[config.mk]
export PLATFORM = sky130hd
export DESIGN_NAME = csin_post
export DESIGN_NICKNAME = d
export VERILOG_FILES = /design/src/rtl/core/csin_pkg.sv /design/src/rtl/core/csin_post.sv
export SDC_FILE = /design/constraint.sdc
export NUM_CORES = 1
export LEC_CHECK = 0
export ABC_AREA = 0
export BUFFER_PORTS_ARGS = -buffer_cell sky130_fd_sc_hd__buf_2
export CAP_MARGIN = 20
export CORE_AREA = 2 2 101 200
export DETAILED_ROUTE_END_ITERATION = 10
export DIE_AREA = 0 0 103 202
export HOLD_SLACK_MARGIN = 0.02
export PLACE_DENSITY = 0.38
export SLEW_MARGIN = 0
export SYNTH_ARGS = -nofsm -noshare
export SYNTH_HDL_FRONTEND = slang
export SYNTH_SLANG_ARGS = --single-unit
[constraint.sdc]
create_clock -name clk_i -period 4.75 [get_ports clk_i]
set_clock_uncertainty 0.1 [all_clocks]
set_input_delay 0.475 -clock clk_i [delete_from_list [all_inputs] [get_ports clk_i]]
set_output_delay 0.475 -clock clk_i [all_outputs]
set_load 0.01 [all_outputs]
[src/rtl/core/csin_pkg.sv]
package csin_pkg;

  localparam int unsigned ITERATIONS = 20;
  localparam int unsigned AmpW       = 16;
  localparam int unsigned PhW        = 24;
  localparam int unsigned ResW       = 22;   // residual angle bits
  localparam int unsigned VecW       = 26;   // cosine / sine datapath
  localparam int unsigned AngW       = 25;   // signed angle datapath
  localparam int unsigned RW         = 28;   // scaled sine
  localparam int unsigned SmpW       = 16;
  localparam int unsigned ShW        = 5;
  localparam int unsigned NumStg     = ITERATIONS + 3;

  // quadrant codes, phase bits 23..22
  localparam logic [1:0] QuadI   = 2'd0;
  localparam logic [1:0] QuadII  = 2'd1;
  localparam logic [1:0] QuadIII = 2'd2;
  localparam logic [1:0] QuadIV  = 2'd3;

  localparam logic signed [RW-1:0] SatPos = RW'(8388608);
  localparam logic signed [RW-1:0] SatNeg = -SatPos;
  localparam logic [SmpW-1:0] SmpMax = 16'h7fff;
  localparam logic [SmpW-1:0] SmpMin = 16'h8001;

  typedef struct packed {
    logic signed [VecW-1:0] s;
    logic signed [VecW-1:0] c;
    logic signed [AngW-1:0] z;
  } vec_t;

  // atan(2^-i) in phase units, a full turn is 2^24
  function automatic logic signed [AngW-1:0] angle_step(input logic [ShW-1:0] idx);
    logic signed [AngW-1:0] r;
    unique case (idx)
      5'd0:    r = AngW'(2097152);
      5'd1:    r = AngW'(1238021);
      5'd2:    r = AngW'(654136);
      5'd3:    r = AngW'(332050);
      5'd4:    r = AngW'(166669);
      5'd5:    r = AngW'(83416);
      5'd6:    r = AngW'(41718);
      5'd7:    r = AngW'(20860);
      5'd8:    r = AngW'(10430);
      5'd9:    r = AngW'(5215);
      5'd10:   r = AngW'(2608);
      5'd11:   r = AngW'(1304);
      5'd12:   r = AngW'(652);
      5'd13:   r = AngW'(326);
      5'd14:   r = AngW'(163);
      5'd15:   r = AngW'(81);
      5'd16:   r = AngW'(41);
      5'd17:   r = AngW'(20);
      5'd18:   r = AngW'(10);
      5'd19:   r = AngW'(5);
      5'd20:   r = AngW'(3);
      5'd21:   r = AngW'(1);
      5'd22:   r = AngW'(1);
      default: r = '0;
    endcase
    return r;
  endfunction

endpackage

[src/rtl/core/csin_post.sv]
module csin_post (
  input  logic                        clk_i,
  input  logic                        en_scale_i,
  input  logic                        en_out_i,
  input  csin_pkg::vec_t              d_i,
  output logic [csin_pkg::SmpW-1:0]   sample_o
);

  logic signed [csin_pkg::RW-1:0] s_ext, r_d, r_q;
  logic [csin_pkg::SmpW-1:0]      smp_d, smp_q;

  assign s_ext = csin_pkg::RW'(d_i.s);
  // gain of 1 + 1/8 + 1/16 + 1/64 + 1/128
  assign r_d = s_ext + (s_ext >>> 3) + (s_ext >>> 4) + (s_ext >>> 6) + (s_ext >>> 7);

  always_comb begin
    priority if (r_q <= csin_pkg::SatNeg) begin
      smp_d = csin_pkg::SmpMin;
    end else if (r_q >= csin_pkg::SatPos) begin
      smp_d = csin_pkg::SmpMax;
    end else begin
      smp_d = r_q[8 +: csin_pkg::SmpW];
    end
  end

  always_ff @(posedge clk_i) begin
    if (en_scale_i) begin
      r_q <= r_d;
    end
    if (en_out_i) begin
      smp_q <= smp_d;
    end
  end

  assign sample_o = smp_q;

endmodule

**Yosys cells after proc, flatten, opt, wreduce, memory -nomap -nowiden**

Index checks and enable logic that the tools add are counted.

- Register bits: 44
- Bits in latches: 0
- RAM bits: 0
- ROM bits: 0
- Output and inout port bits: 16
- Logic and storage cells: 11
- Memories: 0

- Add/subtract/negate cells: 4
- Multiply operators: 0
- Div/mod/pow operators: 0
- Order comparisons: 2
- Eq/ne operators: 0
- Shift-type cells: 0
- Multiplexer cells: 1
- Bitwise gates (word level): 0
- Reduce and logical (&&, ||, !) cells: 1

Operators by type and width:

| cell | count |
|---|---|
| $add 27x22->28 | 1 |
| $add 28x19->28 | 1 |
| $add 28x20->28 | 1 |
| $ge 28x25->1 const B | 1 |
| $le 28x24->1 const B | 1 |
| $add 26x23->27 | 1 |
| $mux 16 | 1 |
| $reduce_or 2->1 | 1 |

**Depth between registers and ports, before layout**

Gate-level depths: netlist of run 1.

- Depth in word-level cells: 4
- Depth in mapped cells: 14
- Depth with buffers taken out: 14

**Least setup slack after synthesis of run 1**

No wires, ideal clock.

- Path type: input to register
- Start: in d_i[56] (netlist bit)
- End: reg r_q[21] (netlist bit) (data pin)
- Setup time: 260 ps
- Data arrival time: 3951 ps
- Data required time: 4390 ps
- Slack: 439 ps
- Stages: 13
- Cell sequence: inv_1 fa_1 fa_1 fa_1 inv_1 ha_1 fa_1 a211oi_1 nor2_1 a2111oi_2 nor4_2 a21bo_1 xor2_1

- Cells in the longest elaborated chain, start to end: 4

Ends and longest elaborated chain:

| what | line | text |
|---|---|---|
| start, declared | csin_post.sv:5 | `input csin_pkg::vec_t d_i,` |
| $add 26x23->27 | csin_post.sv:14 | `assign r_d = s_ext + (s_ext >>> 3) + (s_ext >>> 4) + (s_ext >>> 6) + (s_ext >>> 7);` |
| $add 27x22->28 (*) | csin_post.sv:14 |  |
| $add 28x20->28 (*) | csin_post.sv:14 |  |
| $add 28x19->28 (*) | csin_post.sv:14 |  |
| via r_d, one bit | csin_post.sv:9 | `logic signed [csin_pkg::RW-1:0] s_ext, r_d, r_q;` |
| end signal, assigned | csin_post.sv:28 | `r_q <= r_d;` |
| end, declared | csin_post.sv:9 |  |

The timed path passes the listed nets; every way through them passes the cells marked *.
A chain may end at the register's enable or synchronous reset.

**Final worst setup path of run 1**

- Start: in d_i[56] (netlist bit)
- End: reg r_q[9] (netlist bit) (data pin)

Same word-level chain as after synthesis.

==> impl_table.tex, run 1 <==
\begin{tabular}{lr}
\hline
Metric & Value \\
\hline
\multicolumn{2}{l}{\textbf{Placed design}} \\
Post-placement setup slack & roughly 120 ps \\
Routability congestion estimate & just under 0.8 \\
Count of input and output buffers & 44 \\
HPWL reported at the end of detailed placement & between 9000 and 10000 µm \\
\multicolumn{2}{l}{\textbf{Synthesis}} \\
Cell with the most instances after synthesis & sky130\_fd\_sc\_hd\_\_inv\_1 \\
Per-instance average area after synthesis & a little over 10 µm² \\
Post-synth net total & 646 \\
Fraction of synthesized cell area taken by the top area cell type & 27.9\% \\
Synth Instances & 466 \\
Most used flip-flop cell after synthesis & sky130\_fd\_sc\_hd\_\_edfxtp\_1 \\
Proportion of synthesized chip area in sequential cells & roughly 28\% \\
Fraction of registers with async set/reset & 0\% \\
Post-synthesis instance area & 4740 µm² \\
Number of distinct library cells after synthesis & 50 \\
Total of warnings raised by yosys & 0 \\
Number of enable-type register cells in the synthesized netlist & 44 \\
Biggest area consumer among synthesized cells & sky130\_fd\_sc\_hd\_\_edfxtp\_1 \\
Synth top cells by count & 125 x sky130\_fd\_sc\_hd\_\_inv\_1, 60 x sky130\_fd\_sc\_hd\_\_fa\_1, 44 x sky130\_fd\_sc\_hd\_\_edfxtp\_1 \\
Post-synthesis sequential element count & between 40 and 50 \\
Cells taking the most area after synthesis & sky130\_fd\_sc\_hd\_\_edfxtp\_1 28\%, sky130\_fd\_sc\_hd\_\_fa\_1 25\%, sky130\_fd\_sc\_hd\_\_ha\_1 11\%, sky130\_fd\_sc\_hd\_\_inv\_1 9.9\%, sky130\_fd\_sc\_hd\_\_a21o\_1 4.0\% \\
\multicolumn{2}{l}{\textbf{CTS}} \\
H-Tree Level Count & 2 \\
Clock tree buffer depth & 2 \\
CTS root buffer & sky130\_fd\_sc\_hd\_\_clkbuf\_16 \\
Worst-skew pair later-pin latency & $\sim$290 ps \\
Clock Sink Count & 44 \\
Clock transition at the registers of the reported paths & around 60 ps \\
Quantity of gates resized following cts & 0 \\
CTS tree & done \\
Cts hold-fix bufs & 0 \\
Post-CTS setup buffer count & 0 \\
Total clock buffers created by CTS & 5 \\
\multicolumn{2}{l}{\textbf{Drt}} \\
Antenna Violating Nets Remaining & 0 \\
Total length of routed met3 wires & approximately 160 µm \\
Total iterations of the first detailed-routing run & 4 \\
Number of remaining DRC errors & 0 \\
Detailed-route wire length per cell & 13.2 µm \\
Met2 Routed Length & between 6000 and 7000 µm \\
Via total after detailed routing & around 3200 \\
Number of vias per cell after detailed routing & between 4 and 5 \\
Total routed wirelength & between 10000 and 15000 µm \\
Detailed-routing wirelength on met1 & between 3000 and 4000 µm \\
Highest Signal Layer & met4 \\
Number of DRC markers after the initial detailed-route iteration & between 100 and 150 \\
\multicolumn{2}{l}{\textbf{Die}} \\
Die boundary width & $\sim$100 µm \\
Std-Cell Rows & 72 \\
Vertical die dimension & between 200 and 250 µm \\
Ports & 96 \\
Core area & 19300 µm² \\
Die outline area & 20800 µm² \\
Starting Density & around 25\% \\
\multicolumn{2}{l}{\textbf{Worst setup path}} \\
Required time at the endpoint of the critical path & 4670 ps \\
Arrival time at the worst endpoint & 4190 ps \\
Depth of the most critical reg-to-reg path & 5 \\
FF-to-FF setup slack & between 2000 and 2500 ps \\
Critical R2R Launch & r\_q[23]\$\_DFFE\_PP\_ \\
Reg-to-reg critical path endpoint & sample\_o[9]\$\_SDFFCE\_PP0P\_ \\
Peak fanout along the critical path & 3 \\
Startpoint types & input pin \\
Worst setup EP type & register \\
Crit path kind & in2reg \\
\multicolumn{2}{l}{\textbf{Status}} \\
Run status & finished clean \\
\multicolumn{2}{l}{\textbf{Final layout}} \\
Number of nets at the end of the flow & roughly 700 \\
Core utilization of the finished layout & 28.4\% \\
Area growth, synth to finish & 15.5\% \\
Proportion of layout cells with a drive suffix above 1 & between 10\% and 20\% \\
Diode insertion count for antenna repair & 0 \\
Number of filler instances in the final layout & approximately 2100 \\
\multicolumn{2}{l}{\textbf{Power and ir drop}} \\
Lkg Pwr & between 2 and 3 nW \\
Power density relative to cell area & $\sim$500 nW/µm² \\
Worst voltage drop across the vdd grid & about 0.00013 V \\
\multicolumn{2}{l}{\textbf{STA}} \\
Slew headroom & 36.0\% \\
Crit path time final & between 4000 and 5000 ps \\
Achievable clock frequency & about 230 MHz \\
Smallest setup slack after layout & roughly 490 ps \\
Worst Max-Slew Pin Slew & between 900 and 1000 ps \\
Aggregate negative setup slack & 0 ps \\
Tcrit/Tclk final & 89.8\% \\
Final Hold Violating Endpoints & 0 \\
Number of failing setup endpoints in the final timing report & 0 \\
Count of final max-slew check failures & 0 \\
Unrepaired setup endpoints after global routing & false \\
\multicolumn{2}{l}{\textbf{Run}} \\
Count of maximum capacitance violations & 0 \\
\multicolumn{2}{l}{\textbf{GRT}} \\
Via count of the first global-routing pass & around 3600 \\
Global-route usage over all layers & between 10\% and 20\% \\
Antenna violations before repair & 0 \\
Maximum number of pins on one net before global-route repair & 29 \\
Aggregate global routing overflow & 0 \\
Global-route wire length before repair & about 18000 µm \\
\multicolumn{2}{l}{\textbf{Worst hold path}} \\
Worst Min Path Start & r\_q[27]\$\_DFFE\_PP\_ \\
Hold Path End & sample\_o[15]\$\_SDFFCE\_PP1P\_ \\
Class of the tightest hold or removal check & reg2reg \\
WHS Path Cells & 0 \\
\hline
\end{tabular}
-- worst max-delay path, stage by stage --
cell                       delay, ps
sky130_fd_sc_hd__buf_2            90
sky130_fd_sc_hd__inv_1           140
sky130_fd_sc_hd__fa_1            470
sky130_fd_sc_hd__fa_1            490
sky130_fd_sc_hd__fa_1            510
sky130_fd_sc_hd__inv_1            40
sky130_fd_sc_hd__ha_1            220
sky130_fd_sc_hd__fa_1            400
sky130_fd_sc_hd__a211oi_1        250
sky130_fd_sc_hd__nor2_1          140
sky130_fd_sc_hd__buf_4           160
sky130_fd_sc_hd__o31a_1          250
sky130_fd_sc_hd__o21a_1          180
sky130_fd_sc_hd__or2_1           220
sky130_fd_sc_hd__xor2_1          150
-- per-layer routing --
metal / GRT usage [%] / vias up
met2: 21.6 / 32
met4: 3.99 / 0
met5: 0 / -
met1: 11.2 / 1562
li1: - / 1632
met3: 0.761 / 10
-- kinds of logic after synthesis --
kind of cell,Yosys count,share of synthesized area (%)
AOI/OAI and AO/OA,98,14.3
xor gates and xnor gates,19,3.51
adders and majority gates,100,35.9
buffers and inverters,130,10.3
DFF,44,27.9
and+or+nand+nor,75,8.16
-- registers in the layout, summed over array words and instances, names as in the netlist --
register / flops
r_q: 28
sample_o: 16
-- worst max-delay path by stage --
stage,start,end,slack (ps),cells after the start
after floorplan,d_i[56],r_q[21]$_DFFE_PP_,440,13
after global placement,d_i[56],r_q[25]$_DFFE_PP_,110,14
after detailed placement,d_i[56],r_q[25]$_DFFE_PP_,120,14
after CTS,d_i[56],r_q[25]$_DFFE_PP_,420,14
after global routing,d_i[56],r_q[25]$_DFFE_PP_,160,14
final,d_i[56],r_q[9]$_DFFE_PP_,490,15
-- report_power, final --
group	total, mW	internal (mW)	switching [mW]
Combinational	1.61	0.678	0.936
Clock	0.377	0.244	0.133
Sequential	0.731	0.667	0.0639
Total	2.72	1.59	1.13
-- cell usage in the layout (no fill, tap or decap), types with 3 or more instances in the layout --
master                      Yosys  final
sky130_fd_sc_hd__nor3_1         4      4
sky130_fd_sc_hd__nor4_1         6      6
sky130_fd_sc_hd__and3_1         3      3
sky130_fd_sc_hd__nor2b_1        3      3
sky130_fd_sc_hd__ha_1          40     40
sky130_fd_sc_hd__buf_4          0      6
sky130_fd_sc_hd__a211oi_1       3      3
sky130_fd_sc_hd__nand3_1        3      3
sky130_fd_sc_hd__edfxtp_1      44     44
sky130_fd_sc_hd__nor2_1        20     20
sky130_fd_sc_hd__buf_2          0     44
sky130_fd_sc_hd__o21a_1         3      3
sky130_fd_sc_hd__xor2_1         7      7
sky130_fd_sc_hd__xnor2_1       12     12
sky130_fd_sc_hd__clkbuf_16      0      5
sky130_fd_sc_hd__o21ai_0       15     15
sky130_fd_sc_hd__nand4_1        7      7
sky130_fd_sc_hd__inv_1        125    125
sky130_fd_sc_hd__a21o_1        25     25
sky130_fd_sc_hd__fa_1          60     60
sky130_fd_sc_hd__nand2_1       17     17
sky130_fd_sc_hd__a21oi_1       27     27
-- stage by stage --
step | power (mW) | std cells | cell area [µm²] | hold WS [ps]
floorplan | 1.93 | 466 | 4740 | 417
global placement | 2.38 | 770 | 5310 | 397
detailed placement | 2.38 | 770 | 5310 | 402
CTS | 2.77 | 778 | 5470 | 411
global route | 3.03 | 778 | 5470 | 434
finish | 2.72 | 778 | 5470 | 403
-- final cells by class --
class,count,area [µm²],share of cell area (%)
clock inverter,3,37.5,0.686
sequential,44,1320,24.1
multi-input combinational,292,2930,53.6
tap,259,324,5.92
clock buffer,5,125,2.29
timing repair buffer,50,265,4.85
inverter,125,469,8.57
Power figures use the tool's default switching activity.
==> run 2: changes to the inputs <==
CORE_AREA = 2 2 72 143   (was 2 2 101 200)
DIE_AREA = 0 0 74 145   (was 0 0 103 202)
PLACE_DENSITY = 0.69   (was 0.38)
==> impl_table.tex, run 2 (synthesized netlist as in run 1, its figures left out) <==
\begin{tabular}{lr}
\hline
Metric & Value \\
\hline
\multicolumn{2}{l}{\textbf{Drt}} \\
Total length of routed met3 wires & 154 µm (was 155 µm) \\
Via total after detailed routing & 3285 (was 3236) \\
Detailed-route wire length per cell & 13.4 µm (was 13.2 µm) \\
Number of vias per cell after detailed routing & 5.08 (was 4.16) \\
Antenna Violating Nets Remaining & 0 (unchanged) \\
Detailed-routing wirelength on met1 & 3110 µm (was 3770 µm) \\
Total routed wirelength & 8660 µm (was 10300 µm) \\
Total iterations of the first detailed-routing run & 4 (unchanged) \\
Highest Signal Layer & met4 (unchanged) \\
Met2 Routed Length & 5100 µm (was 6140 µm) \\
Number of DRC markers after the initial detailed-route iteration & 86 (was 116) \\
Number of remaining DRC errors & 0 (unchanged) \\
\multicolumn{2}{l}{\textbf{GRT}} \\
Via count of the first global-routing pass & 3477 (was 3639) \\
Global-route wire length before repair & 15100 µm (was 17600 µm) \\
Global-route usage over all layers & 17.9\% (was 10.9\%) \\
Maximum number of pins on one net before global-route repair & 29 (unchanged) \\
Antenna violations before repair & 0 (unchanged) \\
Aggregate global routing overflow & 0 (unchanged) \\
\multicolumn{2}{l}{\textbf{Final layout}} \\
Top reg by flops & r\_q (unchanged) \\
Diode insertion count for antenna repair & 0 (unchanged) \\
Area growth, synth to finish & 11.5\% (was 15.5\%) \\
Number of filler instances in the final layout & 869 (was 2126) \\
Most common library cell in the layout ignoring fill and taps & sky130\_fd\_sc\_hd\_\_inv\_1 (unchanged) \\
Largest register FFs & 28 (unchanged) \\
Core utilization of the finished layout & 54.9\% (was 28.4\%) \\
Number of nets at the end of the flow & 694 (was 698) \\
Proportion of layout cells with a drive suffix above 1 & 12.8\% (was 13.3\%) \\
Commonest cells after routing, fill and taps aside & 125 x sky130\_fd\_sc\_hd\_\_inv\_1, 60 x sky130\_fd\_sc\_hd\_\_fa\_1, 44 x sky130\_fd\_sc\_hd\_\_buf\_2, 44 x sky130\_fd\_sc\_hd\_\_edfxtp\_1, 40 x sky130\_fd\_sc\_hd\_\_ha\_1 (unchanged) \\
\multicolumn{2}{l}{\textbf{CTS}} \\
CTS tree & done (unchanged) \\
Clock transition at the registers of the reported paths & 60 ps (about the same) \\
Clock Sink Count & 44 (unchanged) \\
Post-CTS setup buffer count & 0 (unchanged) \\
Quantity of gates resized following cts & 0 (unchanged) \\
Worst-skew pair later-pin latency & 280 ps (was 290 ps) \\
CTS root buffer & sky130\_fd\_sc\_hd\_\_clkbuf\_16 (unchanged) \\
Cts hold-fix bufs & 0 (unchanged) \\
H-Tree Level Count & 2 (unchanged) \\
Total clock buffers created by CTS & 5 (unchanged) \\
Clock tree buffer depth & 2 (unchanged) \\
\multicolumn{2}{l}{\textbf{Run}} \\
Count of maximum capacitance violations & 0 (unchanged) \\
\multicolumn{2}{l}{\textbf{STA}} \\
Crit path time final & 4300 ps (was 4260 ps) \\
Slew headroom & 36.5\% (was 36.0\%) \\
Achievable clock frequency & 232 MHz (was 235 MHz) \\
Unrepaired setup endpoints after global routing & false (unchanged) \\
Worst Max-Slew Pin Slew & 949 ps (was 953 ps) \\
Number of failing setup endpoints in the final timing report & 0 (unchanged) \\
Tcrit/Tclk final & 90.6\% (was 89.8\%) \\
Count of final max-slew check failures & 0 (unchanged) \\
Aggregate negative setup slack & 0 ps (unchanged) \\
Final Hold Violating Endpoints & 0 (unchanged) \\
\multicolumn{2}{l}{\textbf{Power and ir drop}} \\
Net switching share of the total power & 41.1\% (was 41.6\%) \\
Part of the total power dissipated in combinational logic & 58.5\% (was 59.3\%) \\
Clock share of power & 14.1\% (was 13.8\%) \\
Power density relative to cell area & 503 nW/µm² (was 497 nW/µm²) \\
P\_int & 1.57 mW (was 1.59 mW) \\
Worst voltage drop across the vdd grid & 0.000325 V (was 0.000128 V) \\
Net switching power & 1.09 mW (was 1.13 mW) \\
Fraction of power consumed by sequential logic & 27.4\% (was 26.9\%) \\
Lkg Pwr & 2.63 nW (was 2.64 nW) \\
\multicolumn{2}{l}{\textbf{Placed design}} \\
Routability congestion estimate & 0.876 (was 0.783) \\
Count of input and output buffers & 44 (unchanged) \\
HPWL reported at the end of detailed placement & 7580 µm (was 9120 µm) \\
\multicolumn{2}{l}{\textbf{Worst setup path}} \\
FF-to-FF setup slack & 2400 ps (was 2320 ps) \\
Depth of the most critical reg-to-reg path & 5 (unchanged) \\
Required time at the endpoint of the critical path & 4680 ps (was 4670 ps) \\
Reg-to-reg critical path endpoint & sample\_o[1]\$\_SDFFCE\_PP0P\_ (was sample\_o[9]\$\_SDFFCE\_PP0P\_) \\
Crit path kind & in2reg (unchanged) \\
Startpoint types & input pin (unchanged) \\
Worst setup EP type & register (unchanged) \\
Arrival time at the worst endpoint & 4230 ps (was 4190 ps) \\
Peak fanout along the critical path & 5 (was 3) \\
Critical R2R Launch & r\_q[23]\$\_DFFE\_PP\_ (unchanged) \\
\multicolumn{2}{l}{\textbf{Die}} \\
Die outline area & 10700 µm² (was 20800 µm²) \\
Core area & 9640 µm² (was 19300 µm²) \\
Vertical die dimension & 145 µm (was 202 µm) \\
Ports & 96 (unchanged) \\
Starting Density & 49.2\% (was 24.6\%) \\
Die boundary width & 74 µm (was 103 µm) \\
Std-Cell Rows & 51 (was 72) \\
\multicolumn{2}{l}{\textbf{Worst hold path}} \\
Hold Path End & sample\_o[15]\$\_SDFFCE\_PP1P\_ (unchanged) \\
WHS Path Cells & 0 (unchanged) \\
Worst Min Path Start & r\_q[27]\$\_DFFE\_PP\_ (unchanged) \\
Class of the tightest hold or removal check & reg2reg (unchanged) \\
\multicolumn{2}{l}{\textbf{Status}} \\
Run status & finished clean (unchanged) \\
\hline
\end{tabular}
-- run 2: power by group through the flow --
| stage | clock network [mW] | logic [mW] | registers, mW |
|---|---|---|---|
| 2_1_floorplan | 0 | 1.20 | 0.730 |
| 3_3_place_gp | 0 | 1.52 | 0.729 |
| 3_5_place_dp | 0 | 1.55 | 0.733 |
| 4_1_cts | 0.381 | 1.56 | 0.727 |
| 5_1_grt | 0.389 | 1.78 | 0.746 |
| 6_report | 0.376 | 1.55 | 0.729 |
-- run 2: worst max path at each step --
stage,from,to,slack (ps),cells past startpoint
floorplan,d_i[56],r_q[21]$_DFFE_PP_,440,13
global placement,d_i[56],r_q[21]$_DFFE_PP_,180,15
detailed placement,d_i[56],r_q[23]$_DFFE_PP_,120,14
CTS,d_i[56],r_q[23]$_DFFE_PP_,420,14
global route,d_i[62],r_q[25]$_DFFE_PP_,170,16
finish,d_i[56],r_q[23]$_DFFE_PP_,450,14
-- run 2: layout make-up --
type,count,area [µm²],share of cell area (%)
multi-input cells,292,2930,55.5
inverters,125,469,8.88
repair buffers,46,235,4.45
flip-flops and latches,44,1320,25.0
clock inverters,2,35.0,0.663
well taps,132,165,3.12
clock buffers,6,129,2.44
-- run 2: critical path, cell delays in order --
cell and delay [ps]:
sky130_fd_sc_hd__buf_2 90, sky130_fd_sc_hd__inv_1 140, sky130_fd_sc_hd__fa_1 460, sky130_fd_sc_hd__fa_1 490, sky130_fd_sc_hd__fa_1 520, sky130_fd_sc_hd__inv_1 40
sky130_fd_sc_hd__ha_1 220, sky130_fd_sc_hd__fa_1 430, sky130_fd_sc_hd__a211oi_1 260, sky130_fd_sc_hd__nor2_1 150, sky130_fd_sc_hd__a211o_1 360, sky130_fd_sc_hd__a31o_2 300
sky130_fd_sc_hd__a41oi_2 200, sky130_fd_sc_hd__xnor2_1 80
-- run 2: per-layer routing --
layer	GRT usage, %	vias up
met4	6.73	0
met5	0	-
li1	-	1629
met2	34.2	46
met1	19.1	1592
met3	1.81	18
-- run 2: metrics by stage --
step	cell area, µm²	std cells	setup WS, ps	total power, mW	hold slack (ps)
after floorplan	4740	466	439	1.93	417
after global placement	5120	639	182	2.25	366
after detailed placement	5120	639	123	2.29	365
after CTS	5290	647	422	2.67	378
after global routing	5290	647	167	2.91	391
final	5290	647	447	2.66	380
==> run 3: changes to the inputs <==
RECOVER_POWER = 100   (was default)
==> impl_table.tex, run 3 (synthesized netlist as in run 1, its figures left out) <==
\begin{tabular}{lr}
\hline
Metric & Value \\
\hline
\multicolumn{2}{l}{\textbf{Status}} \\
Run status & finished clean (unchanged) \\
\multicolumn{2}{l}{\textbf{STA}} \\
Final Hold Violating Endpoints & 0 (unchanged) \\
Crit path time final & 4390 ps (was 4300 ps) \\
Count of final max-slew check failures & 0 (unchanged) \\
Worst Max-Slew Pin Slew & 1450 ps (was 949 ps) \\
Unrepaired setup endpoints after global routing & false (unchanged) \\
Tcrit/Tclk final & 92.4\% (was 90.6\%) \\
Aggregate negative setup slack & 0 ps (unchanged) \\
Number of failing setup endpoints in the final timing report & 0 (unchanged) \\
Achievable clock frequency & 228 MHz (was 232 MHz) \\
Slew headroom & 2.29\% (was 36.5\%) \\
\multicolumn{2}{l}{\textbf{GRT}} \\
Aggregate global routing overflow & 0 (unchanged) \\
Global-route wire length before repair & 15100 µm (unchanged) \\
Global-route usage over all layers & 17.9\% (unchanged) \\
Antenna violations before repair & 0 (unchanged) \\
Via count of the first global-routing pass & 3477 (unchanged) \\
Maximum number of pins on one net before global-route repair & 29 (unchanged) \\
\multicolumn{2}{l}{\textbf{Worst setup path}} \\
Critical R2R Launch & r\_q[23]\$\_DFFE\_PP\_ (unchanged) \\
Critical path's slowest cell & sky130\_fd\_sc\_hd\_\_a211oi\_1 (was sky130\_fd\_sc\_hd\_\_fa\_1) \\
Delay-heaviest family, CP & adder cells (unchanged) \\
Arrival time at the worst endpoint & 4320 ps (was 4230 ps) \\
Cells along the critical path & clkbuf\_1, inv\_1, fa\_1, inv\_1, fa\_1, fa\_1, ha\_1, and3\_2, a221o\_1, a211oi\_1, o21ai\_2, a31oi\_2, xnor2\_1 (was buf\_2, inv\_1, fa\_1, fa\_1, fa\_1, inv\_1, ha\_1, fa\_1, a211oi\_1, nor2\_1, a211o\_1, a31o\_2, a41oi\_2, xnor2\_1) \\
Reg-to-reg critical path endpoint & sample\_o[1]\$\_SDFFCE\_PP0P\_ (unchanged) \\
Peak fanout along the critical path & 6 (was 5) \\
Critical Path Most Common Cell & sky130\_fd\_sc\_hd\_\_fa\_1 (unchanged) \\
Crit path buffers/inverters & 3 (unchanged) \\
FF-to-FF setup slack & 2170 ps (was 2400 ps) \\
Startpoint types & input pin (unchanged) \\
Required time at the endpoint of the critical path & 4680 ps (about the same) \\
Worst setup EP type & register (unchanged) \\
Crit path kind & in2reg (unchanged) \\
Slowest stage delay, CP & 590 ps (was 520 ps) \\
Depth of the most critical reg-to-reg path & 5 (unchanged) \\
\multicolumn{2}{l}{\textbf{Die}} \\
Die outline area & 10700 µm² (unchanged) \\
Ports & 96 (unchanged) \\
Std-Cell Rows & 51 (unchanged) \\
Core area & 9640 µm² (unchanged) \\
Vertical die dimension & 145 µm (unchanged) \\
Die boundary width & 74 µm (unchanged) \\
Starting Density & 49.2\% (unchanged) \\
\multicolumn{2}{l}{\textbf{Worst hold path}} \\
Worst Min Path Start & r\_q[27]\$\_DFFE\_PP\_ (unchanged) \\
Class of the tightest hold or removal check & reg2reg (unchanged) \\
Hold Path End & sample\_o[15]\$\_SDFFCE\_PP1P\_ (unchanged) \\
WHS Path Cells & 0 (unchanged) \\
\multicolumn{2}{l}{\textbf{Drt}} \\
Antenna Violating Nets Remaining & 0 (unchanged) \\
Total iterations of the first detailed-routing run & 6 (was 4) \\
Detailed-route wire length per cell & 13.4 µm (about the same) \\
Number of vias per cell after detailed routing & 5.06 (was 5.08) \\
Number of remaining DRC errors & 0 (unchanged) \\
Via total after detailed routing & 3273 (was 3285) \\
Total routed wirelength & 8650 µm (was 8660 µm) \\
Number of DRC markers after the initial detailed-route iteration & 114 (was 86) \\
\multicolumn{2}{l}{\textbf{Final layout}} \\
Core utilization of the finished layout & 54.3\% (was 54.9\%) \\
Number of nets at the end of the flow & 694 (unchanged) \\
Largest register FFs & 28 (unchanged) \\
Top reg by flops & r\_q (unchanged) \\
Most common library cell in the layout ignoring fill and taps & sky130\_fd\_sc\_hd\_\_inv\_1 (unchanged) \\
Area growth, synth to finish & 10.4\% (was 11.5\%) \\
Diode insertion count for antenna repair & 0 (unchanged) \\
Commonest cells after routing, fill and taps aside & 125 x sky130\_fd\_sc\_hd\_\_inv\_1, 60 x sky130\_fd\_sc\_hd\_\_fa\_1, 44 x sky130\_fd\_sc\_hd\_\_edfxtp\_1, 40 x sky130\_fd\_sc\_hd\_\_ha\_1, 27 x sky130\_fd\_sc\_hd\_\_a21oi\_1 (was 125 x sky130\_fd\_sc\_hd\_\_inv\_1, 60 x sky130\_fd\_sc\_hd\_\_fa\_1, 44 x sky130\_fd\_sc\_hd\_\_buf\_2, 44 x sky130\_fd\_sc\_hd\_\_edfxtp\_1, 40 x sky130\_fd\_sc\_hd\_\_ha\_1) \\
Proportion of layout cells with a drive suffix above 1 & 7.77\% (was 12.8\%) \\
Design area & 5240 µm² (was 5290 µm²) \\
\multicolumn{2}{l}{\textbf{CTS}} \\
Quantity of gates resized following cts & 0 (unchanged) \\
Clock transition at the registers of the reported paths & 60 ps (about the same) \\
H-Tree Level Count & 2 (unchanged) \\
Worst-skew pair later-pin latency & 280 ps (about the same) \\
Post-CTS setup buffer count & 0 (unchanged) \\
CTS tree & done (unchanged) \\
Total clock buffers created by CTS & 5 (unchanged) \\
Clock tree buffer depth & 2 (unchanged) \\
Clock Sink Count & 44 (unchanged) \\
CTS root buffer & sky130\_fd\_sc\_hd\_\_clkbuf\_16 (unchanged) \\
Cts hold-fix bufs & 0 (unchanged) \\
\multicolumn{2}{l}{\textbf{Run}} \\
Count of maximum capacitance violations & 0 (unchanged) \\
\multicolumn{2}{l}{\textbf{Power and ir drop}} \\
Total power & 2.62 mW (was 2.66 mW) \\
Lkg Pwr & 2.57 nW (was 2.63 nW) \\
Worst voltage drop across the vdd grid & 0.000326 V (was 0.000325 V) \\
Power density relative to cell area & 501 nW/µm² (was 503 nW/µm²) \\
\multicolumn{2}{l}{\textbf{Placed design}} \\
Count of input and output buffers & 44 (unchanged) \\
Routability congestion estimate & 0.876 (unchanged) \\
HPWL reported at the end of detailed placement & 7580 µm (unchanged) \\
Placement Cell Area & 5120 µm² (unchanged) \\
\hline
\end{tabular}
[run 3: per-layer routing]
layer	GRT usage (%)	share of wire [%]	vias up
met4	6.73	3.4	0
met3	1.81	1.8	14
li1	-	-	1632
met1	19.1	36	1584
met2	34.2	59	43
met5	0	0	-
[run 3: cell type report]
cell class                      count  area, µm²
Timing Repair Buffer               46        210
Multi-Input combinational cell    292       2910
Clock buffer                        6        129
Fill cell                         881       4400
Sequential cell                    44       1320
Clock inverter                      2       35.0
Tap cell                          132        165
Inverter                          125        469
[run 3: worst max-delay path by stage]
stage | from | endpoint | slack, ps | depth (start not counted)
6_report | d_i[59] | r_q[24]$_DFFE_PP_ | 360 | 13
3_3_place_gp | d_i[56] | r_q[21]$_DFFE_PP_ | 180 | 15
2_1_floorplan | d_i[56] | r_q[21]$_DFFE_PP_ | 440 | 13
5_1_grt | d_i[59] | r_q[24]$_DFFE_PP_ | 90 | 13
3_5_place_dp | d_i[56] | r_q[23]$_DFFE_PP_ | 120 | 14
4_1_cts | d_i[56] | r_q[23]$_DFFE_PP_ | 420 | 14
[run 3: where the power goes]
| group | switching (mW) | internal (mW) | total, mW |
|---|---|---|---|
| Clock | 0.128 | 0.247 | 0.375 |
| Combinational | 0.887 | 0.632 | 1.52 |
| Sequential | 0.0619 | 0.667 | 0.729 |
[run 3: worst register-to-register path: stages, from the launching register on]
cell	delay, ps
sky130_fd_sc_hd__edfxtp_1	450
sky130_fd_sc_hd__nor4b_1	550
sky130_fd_sc_hd__nand4_1	160
sky130_fd_sc_hd__nor2_1	190
sky130_fd_sc_hd__o21ai_0	520
sky130_fd_sc_hd__a21o_1	360
[run 3: through the flow]
stage                     cells  hold WS, ps  setup WS (ps)
after floorplan             466          417            439
after global placement      639          366            182
after detailed placement    639          365            123
after CTS                   647          378            422
after global routing        647          388           86.4
final                       647          377            360
